[src/hw/rtl/jkse_pkg.sv]
// shared types and constants for the json key string extractor
package jkse_pkg;

	localparam int unsigned KEY_MAX = 16;
	localparam int unsigned KLEN_W = 5;
	localparam int unsigned KIDX_W = 4;
	localparam int unsigned CNT_W = 16;
	localparam int unsigned CFG_IDX_W = 2;
	localparam int unsigned CFG_DATA_W = 64;

	localparam logic [CFG_IDX_W-1:0] REG_KEY_LENGTH = 2'd0;
	localparam logic [CFG_IDX_W-1:0] REG_KEY_LOW    = 2'd1;
	localparam logic [CFG_IDX_W-1:0] REG_KEY_HIGH   = 2'd2;
	localparam logic [CFG_IDX_W-1:0] REG_OUT_LIMIT  = 2'd3;

	localparam logic [CNT_W-1:0] OUT_LIMIT_RESET = 16'd64;

	localparam logic [7:0] CH_QUOTE     = 8'h22;
	localparam logic [7:0] CH_COLON     = 8'h3a;
	localparam logic [7:0] CH_BACKSLASH = 8'h5c;
	localparam logic [7:0] CH_SPACE     = 8'h20;
	localparam logic [7:0] CH_TAB       = 8'h09;
	localparam logic [7:0] CH_LF        = 8'h0a;
	localparam logic [7:0] CH_CR        = 8'h0d;
	localparam logic [7:0] CH_N         = 8'h6e;
	localparam logic [7:0] CH_T         = 8'h74;
	localparam logic [7:0] CH_R         = 8'h72;

	typedef enum logic [7:0] {
		MODE_SEEK_OPEN  = 8'b0000_0001,
		MODE_COMPARE    = 8'b0000_0010,
		MODE_SKIP_CLOSE = 8'b0000_0100,
		MODE_SEEK_COLON = 8'b0000_1000,
		MODE_SKIP_WS    = 8'b0001_0000,
		MODE_VALUE      = 8'b0010_0000,
		MODE_ESCAPE     = 8'b0100_0000,
		MODE_DONE       = 8'b1000_0000
	} mode_t;

	typedef struct packed {
		logic [KLEN_W-1:0]     key_length;
		logic [2*CFG_DATA_W-1:0] key_bytes;
		logic [CNT_W-1:0]      out_limit;
	} cfg_t;

	typedef struct packed {
		logic       value_valid;
		logic [7:0] value_byte;
		logic       finished;
		logic       outcome;
	} res_t;

endpackage

[src/hw/rtl/jkse_cfg.sv]
// configuration register file for the key and output limit
module jkse_cfg (
	input  logic                                clk,
	input  logic                                arst_n,
	input  logic                                cfg_valid,
	input  logic [jkse_pkg::CFG_IDX_W-1:0]      cfg_index,
	input  logic [jkse_pkg::CFG_DATA_W-1:0]     cfg_data,
	output jkse_pkg::cfg_t                      cfg
);

	logic [jkse_pkg::KLEN_W-1:0]     key_length_q;
	logic [jkse_pkg::CFG_DATA_W-1:0] key_low_q;
	logic [jkse_pkg::CFG_DATA_W-1:0] key_high_q;
	logic [jkse_pkg::CNT_W-1:0]      out_limit_q;

	always_ff @(posedge clk or negedge arst_n) begin
		if (!arst_n) begin
			key_length_q <= '0;
			key_low_q    <= '0;
			key_high_q   <= '0;
			out_limit_q  <= jkse_pkg::OUT_LIMIT_RESET;
		end else if (cfg_valid) begin
			case (cfg_index)
				jkse_pkg::REG_KEY_LENGTH: key_length_q <= cfg_data[jkse_pkg::KLEN_W-1:0];
				jkse_pkg::REG_KEY_LOW:    key_low_q    <= cfg_data;
				jkse_pkg::REG_KEY_HIGH:   key_high_q   <= cfg_data;
				jkse_pkg::REG_OUT_LIMIT:  out_limit_q  <= cfg_data[jkse_pkg::CNT_W-1:0];
				default: ;
			endcase
		end
	end

	assign cfg.key_length = key_length_q;
	assign cfg.key_bytes  = {key_high_q, key_low_q};
	assign cfg.out_limit  = out_limit_q;

endmodule

[src/hw/rtl/jkse_scan.sv]
// scan state machine: key match, value unescape and result for one byte
module jkse_scan (
	input  logic           clk,
	input  logic           arst_n,
	input  logic           step,
	input  logic [7:0]     text_byte,
	input  logic           is_final,
	input  jkse_pkg::cfg_t cfg,
	output jkse_pkg::res_t res
);

	jkse_pkg::mode_t                 mode_q, mode_d;
	logic [jkse_pkg::KLEN_W-1:0]     match_pos_q, match_pos_d;
	logic [jkse_pkg::CNT_W-1:0]      emitted_q, emitted_d;
	logic                            failed_q, failed_d;

	logic [jkse_pkg::KLEN_W-1:0]     klen;
	logic [jkse_pkg::CNT_W-1:0]      room;
	logic                            lim_zero;
	logic                            at_room;
	logic [7:0]                      key_byte;
	logic                            is_quote;
	logic                            valid;
	logic [7:0]                      vbyte;
	logic                            reached;

	always_comb begin
		if (cfg.key_length > jkse_pkg::KLEN_W'(jkse_pkg::KEY_MAX)) begin
			klen = jkse_pkg::KLEN_W'(jkse_pkg::KEY_MAX);
		end else begin
			klen = cfg.key_length;
		end
	end

	assign lim_zero = (cfg.out_limit == '0);
	assign room     = lim_zero ? '0 : cfg.out_limit - 1'b1;
	assign at_room  = (emitted_q >= room);
	assign key_byte = cfg.key_bytes[match_pos_q[jkse_pkg::KIDX_W-1:0]*8 +: 8];
	assign is_quote = (text_byte == jkse_pkg::CH_QUOTE);

	always_comb begin
		mode_d      = mode_q;
		match_pos_d = match_pos_q;
		emitted_d   = emitted_q;
		failed_d    = failed_q;
		valid       = 1'b0;
		vbyte       = '0;
		case (mode_q)
			jkse_pkg::MODE_SEEK_OPEN: begin
				if (is_quote) begin
					mode_d      = jkse_pkg::MODE_COMPARE;
					match_pos_d = '0;
				end
			end
			jkse_pkg::MODE_COMPARE: begin
				if (match_pos_q < klen) begin
					if (text_byte == key_byte) begin
						match_pos_d = match_pos_q + 1'b1;
					end else begin
						mode_d = is_quote ? jkse_pkg::MODE_SEEK_OPEN : jkse_pkg::MODE_SKIP_CLOSE;
					end
				end else begin
					mode_d = is_quote ? jkse_pkg::MODE_SEEK_COLON : jkse_pkg::MODE_SKIP_CLOSE;
				end
			end
			jkse_pkg::MODE_SKIP_CLOSE: begin
				if (is_quote) begin
					mode_d = jkse_pkg::MODE_SEEK_OPEN;
				end
			end
			jkse_pkg::MODE_SEEK_COLON: begin
				if (text_byte == jkse_pkg::CH_COLON) begin
					mode_d = jkse_pkg::MODE_SKIP_WS;
				end
			end
			jkse_pkg::MODE_SKIP_WS: begin
				if (is_quote) begin
					mode_d    = jkse_pkg::MODE_VALUE;
					emitted_d = '0;
				end else if (!(text_byte inside {jkse_pkg::CH_SPACE, jkse_pkg::CH_TAB,
						jkse_pkg::CH_LF, jkse_pkg::CH_CR})) begin
					mode_d   = jkse_pkg::MODE_DONE;
					failed_d = 1'b1;
				end
			end
			jkse_pkg::MODE_VALUE: begin
				if (at_room || is_quote) begin
					mode_d = jkse_pkg::MODE_DONE;
				end else if (text_byte == jkse_pkg::CH_BACKSLASH && !is_final) begin
					mode_d = jkse_pkg::MODE_ESCAPE;
				end else begin
					valid     = 1'b1;
					vbyte     = text_byte;
					emitted_d = emitted_q + 1'b1;
				end
			end
			jkse_pkg::MODE_ESCAPE: begin
				if (at_room) begin
					mode_d = jkse_pkg::MODE_DONE;
				end else begin
					valid     = 1'b1;
					emitted_d = emitted_q + 1'b1;
					mode_d    = jkse_pkg::MODE_VALUE;
					case (text_byte)
						jkse_pkg::CH_N: vbyte = jkse_pkg::CH_LF;
						jkse_pkg::CH_T: vbyte = jkse_pkg::CH_TAB;
						jkse_pkg::CH_R: vbyte = jkse_pkg::CH_CR;
						default:        vbyte = text_byte;
					endcase
				end
			end
			jkse_pkg::MODE_DONE: ;
			default: ;
		endcase
	end

	// outcome looks at the state after this byte
	assign reached = (mode_d == jkse_pkg::MODE_VALUE || mode_d == jkse_pkg::MODE_ESCAPE ||
		mode_d == jkse_pkg::MODE_DONE) && !failed_d && !lim_zero;

	assign res.value_valid = valid;
	assign res.value_byte  = vbyte;
	assign res.finished    = is_final;
	assign res.outcome     = is_final && !reached;

	always_ff @(posedge clk or negedge arst_n) begin
		if (!arst_n) begin
			mode_q      <= jkse_pkg::MODE_SEEK_OPEN;
			match_pos_q <= '0;
			emitted_q   <= '0;
			failed_q    <= 1'b0;
		end else if (step) begin
			if (is_final) begin
				mode_q      <= jkse_pkg::MODE_SEEK_OPEN;
				match_pos_q <= '0;
				emitted_q   <= '0;
				failed_q    <= 1'b0;
			end else begin
				mode_q      <= mode_d;
				match_pos_q <= match_pos_d;
				emitted_q   <= emitted_d;
				failed_q    <= failed_d;
			end
		end
	end

endmodule

[src/hw/rtl/json_key_string_extractor.sv]
// top level of the json key string extractor
//
//  channel | direction | handshake            | payload
//  in      | receive   | in_valid / in_stall  | text_byte, is_final
//  out     | send      | out_valid / out_stall| value_valid, value_byte, finished, outcome
//  cfg     | receive   | cfg_valid / cfg_ready| cfg_index, cfg_data
//
// one byte per cycle sustained while out_stall is low; a byte's result passes from
// the input register through the scan logic into the result register
// reset clears the scan state and loads the register defaults (out_limit 64)
// a stalled result holds in the result register while one more byte waits in the
// input register; in_stall rises only when both are full
module json_key_string_extractor (
	input  logic                            clk,
	input  logic                            arst_n,
	input  logic                            in_valid,
	output logic                            in_stall,
	input  logic [7:0]                      text_byte,
	input  logic                            is_final,
	output logic                            out_valid,
	input  logic                            out_stall,
	output logic                            value_valid,
	output logic [7:0]                      value_byte,
	output logic                            finished,
	output logic                            outcome,
	input  logic                            cfg_valid,
	output logic                            cfg_ready,
	input  logic [jkse_pkg::CFG_IDX_W-1:0]  cfg_index,
	input  logic [jkse_pkg::CFG_DATA_W-1:0] cfg_data
);

	jkse_pkg::cfg_t cfg;
	jkse_pkg::res_t res;
	jkse_pkg::res_t res_s2;

	logic       valid_s1;
	logic [7:0] byte_s1;
	logic       final_s1;
	logic       valid_s2;
	logic       advance;
	logic       in_take;

	assign cfg_ready = 1'b1;

	jkse_cfg u_cfg (
		.clk       (clk),
		.arst_n    (arst_n),
		.cfg_valid (cfg_valid),
		.cfg_index (cfg_index),
		.cfg_data  (cfg_data),
		.cfg       (cfg)
	);

	// the byte in the input register moves on when the result register frees up
	assign advance  = valid_s1 && (!valid_s2 || !out_stall);
	assign in_stall = valid_s1 && !advance;
	assign in_take  = in_valid && !in_stall;

	jkse_scan u_scan (
		.clk       (clk),
		.arst_n    (arst_n),
		.step      (advance),
		.text_byte (byte_s1),
		.is_final  (final_s1),
		.cfg       (cfg),
		.res       (res)
	);

	always_ff @(posedge clk or negedge arst_n) begin
		if (!arst_n) begin
			valid_s1 <= 1'b0;
			valid_s2 <= 1'b0;
		end else begin
			if (in_take) begin
				valid_s1 <= 1'b1;
			end else if (advance) begin
				valid_s1 <= 1'b0;
			end
			if (advance) begin
				valid_s2 <= 1'b1;
			end else if (!out_stall) begin
				valid_s2 <= 1'b0;
			end
		end
	end

	always_ff @(posedge clk) begin
		if (in_take) begin
			byte_s1  <= text_byte;
			final_s1 <= is_final;
		end
		if (advance) begin
			res_s2 <= res;
		end
	end

	assign out_valid   = valid_s2;
	assign value_valid = res_s2.value_valid;
	assign value_byte  = res_s2.value_byte;
	assign finished    = res_s2.finished;
	assign outcome     = res_s2.outcome;

endmodule
[config.mk]
export PLATFORM = sky130hd
export DESIGN_NAME = json_key_string_extractor
export DESIGN_NICKNAME = d
export VERILOG_FILES = /design/src/hw/rtl/jkse_pkg.sv /design/src/hw/rtl/jkse_cfg.sv /design/src/hw/rtl/jkse_scan.sv /design/src/hw/rtl/json_key_string_extractor.sv
export SDC_FILE = /design/constraint.sdc
export NUM_CORES = 1
export LEC_CHECK = 0
export BUFFER_PORTS_ARGS = -buffer_cell sky130_fd_sc_hd__buf_2
export CAP_MARGIN = 0
export CORE_MARGIN = 10
export CORE_UTILIZATION = 59
export CTS_BUF_LIST = sky130_fd_sc_hd__clkbuf_8 sky130_fd_sc_hd__clkbuf_16
export DETAILED_ROUTE_END_ITERATION = 12
export PLACE_DENSITY = 0.79
export SYNTH_ARGS = -nofsm -noshare
export SYNTH_HDL_FRONTEND = slang
export SYNTH_SLANG_ARGS = --single-unit
[constraint.sdc]
create_clock -name clk -period 10.05 [get_ports clk]
set_input_delay 2.5125 -clock clk [delete_from_list [all_inputs] [get_ports clk]]
set_output_delay 2.5125 -clock clk [all_outputs]
set_load 0.01 [all_outputs]
==> flow_summary.ini <==
[outcome]
status = completed

[pwr]
p_comb_share_pct = 17.2
swShare_pct = 26.6
seqPwrFrac_pct = 47.4
p_sw_uw = 573
pwr-share-clk_pct = 35.3
vdd.ir_drop.worst_uv = 163
leakage_nw = 5.03
finalPower_mw = 2.16
intPower_mw = 1.58
powerDensity_nw_per_um2 = 185

[run]
max_cap_violations = 0

[clock_tree]
hold_buffers = 0
cts_tree = done
h-tree-depth = 1
post-cts-setup-buffer-count = 0
clock_latency_ps = 520
cts_resized = 0
numCtsBuffers = 22
root_buffer = clkbuf_16
clock_sinks = 201
clk_pin_slew_ps = 60
cts.path.max_buffers = 3

[grt]
antenna_found_initial = 0
grt_pass1_vias = 7312
grt_pass1_wl_mm = 37.7
overflow = 0
grt_usage_pct = 19.1
grt_max_degree = 98

[route]
vias_per_cell = 6.08
drc_errors = 0
drtAntennaViolNets = 0
dr_total_vias = 6963
drt_iter0_markers = 423
drt-wirelength-per-cell_um = 19.8
drt-total-wl_mm = 22.7
first_pass_iters = 5

[final_layout]
nets = 1012
area_growth_pct = 12.5
final_common_cell = dfrtp_1
layout_common_cells = 178 x dfrtp_1, 148 x mux2_2, 91 x buf_2
post-route-util_pct = 67.5
diodes = 0
drive_gt1_share_pct = 35.1
fillCellCount = 1265

[setup_path]
reg2reg_setup_slack_ps = 4970
startpoint_type = primary input
cp_data_required_time_ps = 7540
rr_startpoint = u_cfg.out_limit_q[9]
worstSetupPathType = primary input to output pin
cp_max_fo = 3
r2r_cells = 14
cp-end-kind = output pin
arrival_ps = 2900
reg2reg_to = u_scan.emitted_q[7]

[sta]
tns_ps = 0
min_period_over_period_pct = 53.9
fin_ws_ps = 4640
fin_worst_skew_ps = 9.84
hold_slack_ps = 498
period_minus_slack_ps = 5410
setup_violations = 0
drv_slew = 0
hold_viol = 0
worstMarginPinSlew_ps = 1040
rsz0062_at_grt = false
fmax_mhz = 185
slew-limit-headroom_pct = 31.0

[synthesis]
synthArstFlopShare_pct = 90.0
synth-main-ff-cell = dfrtp_1
syn_inst = 826
synth_edf_count = 20
synth_area_per_cell_um2 = 12.6
yosysTopAreaCellShare_pct = 43.1
syn_area_um2 = 10400
ys_seq_elements = 201
yosysWarnings = 0
ys_types = 72
synth_fp_nets = 930
ys_top_cells_by_area = dfrtp_1 43%, mux2_2 16%, mux4_2 7.2%, edfxtp_1 5.8%, ha_1 2.9%
synth_largest_area_cell = dfrtp_1
ys_seq_area_share_pct = 49.4

[min_path]
min_path_type = flip-flop to flip-flop
hp-start = u_scan.failed_q
min_to = u_scan.failed_q
whs_path_depth = 2

[floorplanning]
die-area_um2 = 23300
ios = 94
row_count = 48
die_w_um = 153
initial_core_util_pct = 60.0
die_h_um = 153
fp.coreArea_um2 = 17300

[placement]
dp_hpwl_mm = 15.8
gp_congestion = 0.927
dp_slack_ps = 4630
portBuffers = 92
flip-flops by register name, summed over array words and instances (netlist names):
register	cells
u_cfg.key_high_q	64
u_cfg.key_low_q	64
u_cfg.out_limit_q	16
u_scan.emitted_q	16
byte_s1	8
u_scan.mode_q	8
value_byte	8
u_cfg.key_length_q	5
u_scan.match_pos_q	5
final_s1	1
finished	1
out_valid	1
outcome	1
u_scan.failed_q	1
valid_s1	1
value_valid	1
synthesized netlist by cell type (5+ instances only):
| cell | number |
|---|---|
| dfrtp_1 | 179 |
| mux2_2 | 148 |
| nand2_1 | 50 |
| nor2_1 | 50 |
| mux4_2 | 33 |
| clkbuf_1 | 28 |
| ha_1 | 24 |
| a21oi_1 | 23 |
| mux2i_1 | 22 |
| edfxtp_1 | 20 |
| nand3_1 | 20 |
| o21ai_0 | 17 |
| xor2_1 | 17 |
| inv_1 | 14 |
| nor3_1 | 14 |
| xnor2_1 | 14 |
| nor2b_1 | 11 |
| and3_1 | 9 |
| nand4_1 | 9 |
| nor4_1 | 9 |
| and2_1 | 8 |
| o31ai_1 | 7 |
| buf_2 | 6 |
| nand2b_1 | 6 |
| or4_1 | 6 |
| a21o_1 | 5 |
| a22o_1 | 5 |
critical path, stage by stage:
cell,delay [ps]
buf_2,100
nand3_1,110
inv_1,40
buf_2,130
power by group through the flow:
stage / combinational [mW] / clock [mW] / sequential, mW
global placement: 0.358 / 0 / 1.03
global route: 0.410 / 0.811 / 1.04
finish: 0.371 / 0.762 / 1.02
CTS: 0.374 / 0.774 / 1.02
floorplan: 0.280 / 0 / 1.01
detailed placement: 0.371 / 0 / 1.04
through the flow:
step / area, um2 / std cells
2_1_floorplan: 10400 / 826
3_3_place_gp: 11000 / 1109
3_5_place_dp: 11000 / 1109
4_1_cts: 11700 / 1145
5_1_grt: 11700 / 1145
6_report: 11700 / 1145
how the worst max path moves through the flow:
stage	endpoint	slack (ps)	start
3_5_place_dp	in_stall	4630	out_stall
6_report	in_stall	4640	out_stall
5_1_grt	in_stall	4590	out_stall
3_3_place_gp	in_stall	4640	out_stall
4_1_cts	in_stall	4630	out_stall
2_1_floorplan	in_stall	4840	out_stall
layout make-up:
| class | count | area, um2 | area share [%] |
|---|---|---|---|
| multi-input cells | 569 | 5000 | 42.8 |
| repair buffers | 99 | 519 | 4.44 |
| flip-flops and latches | 201 | 5130 | 43.9 |
| clock inverters | 12 | 109 | 0.932 |
| clock buffers | 24 | 578 | 4.95 |
| inverters | 15 | 56.3 | 0.482 |
| well taps | 225 | 282 | 2.41 |
kinds of logic after synthesis:
group / share of synthesized area [%]
adders and majority gates: 2.89
DFF: 49.4
muxes: 25.4
buffers and inverters: 2.39
xor gates and xnor gates: 2.61
AOI/OAI and AO/OA: 6.36
other: 0.0361
and+or+nand+nor: 10.9
per-layer routing:
layer / vias to the layer above / global-route usage (%) / share of wire (%)
met5: - / 0 / 0
met4: 0 / 6.04 / 2.9
met3: 45 / 3.75 / 4.8
met2: 197 / 32.2 / 49
met1: 3487 / 24.3 / 43
li1: 3234 / - / -
Power figures use the tool's default switching activity.
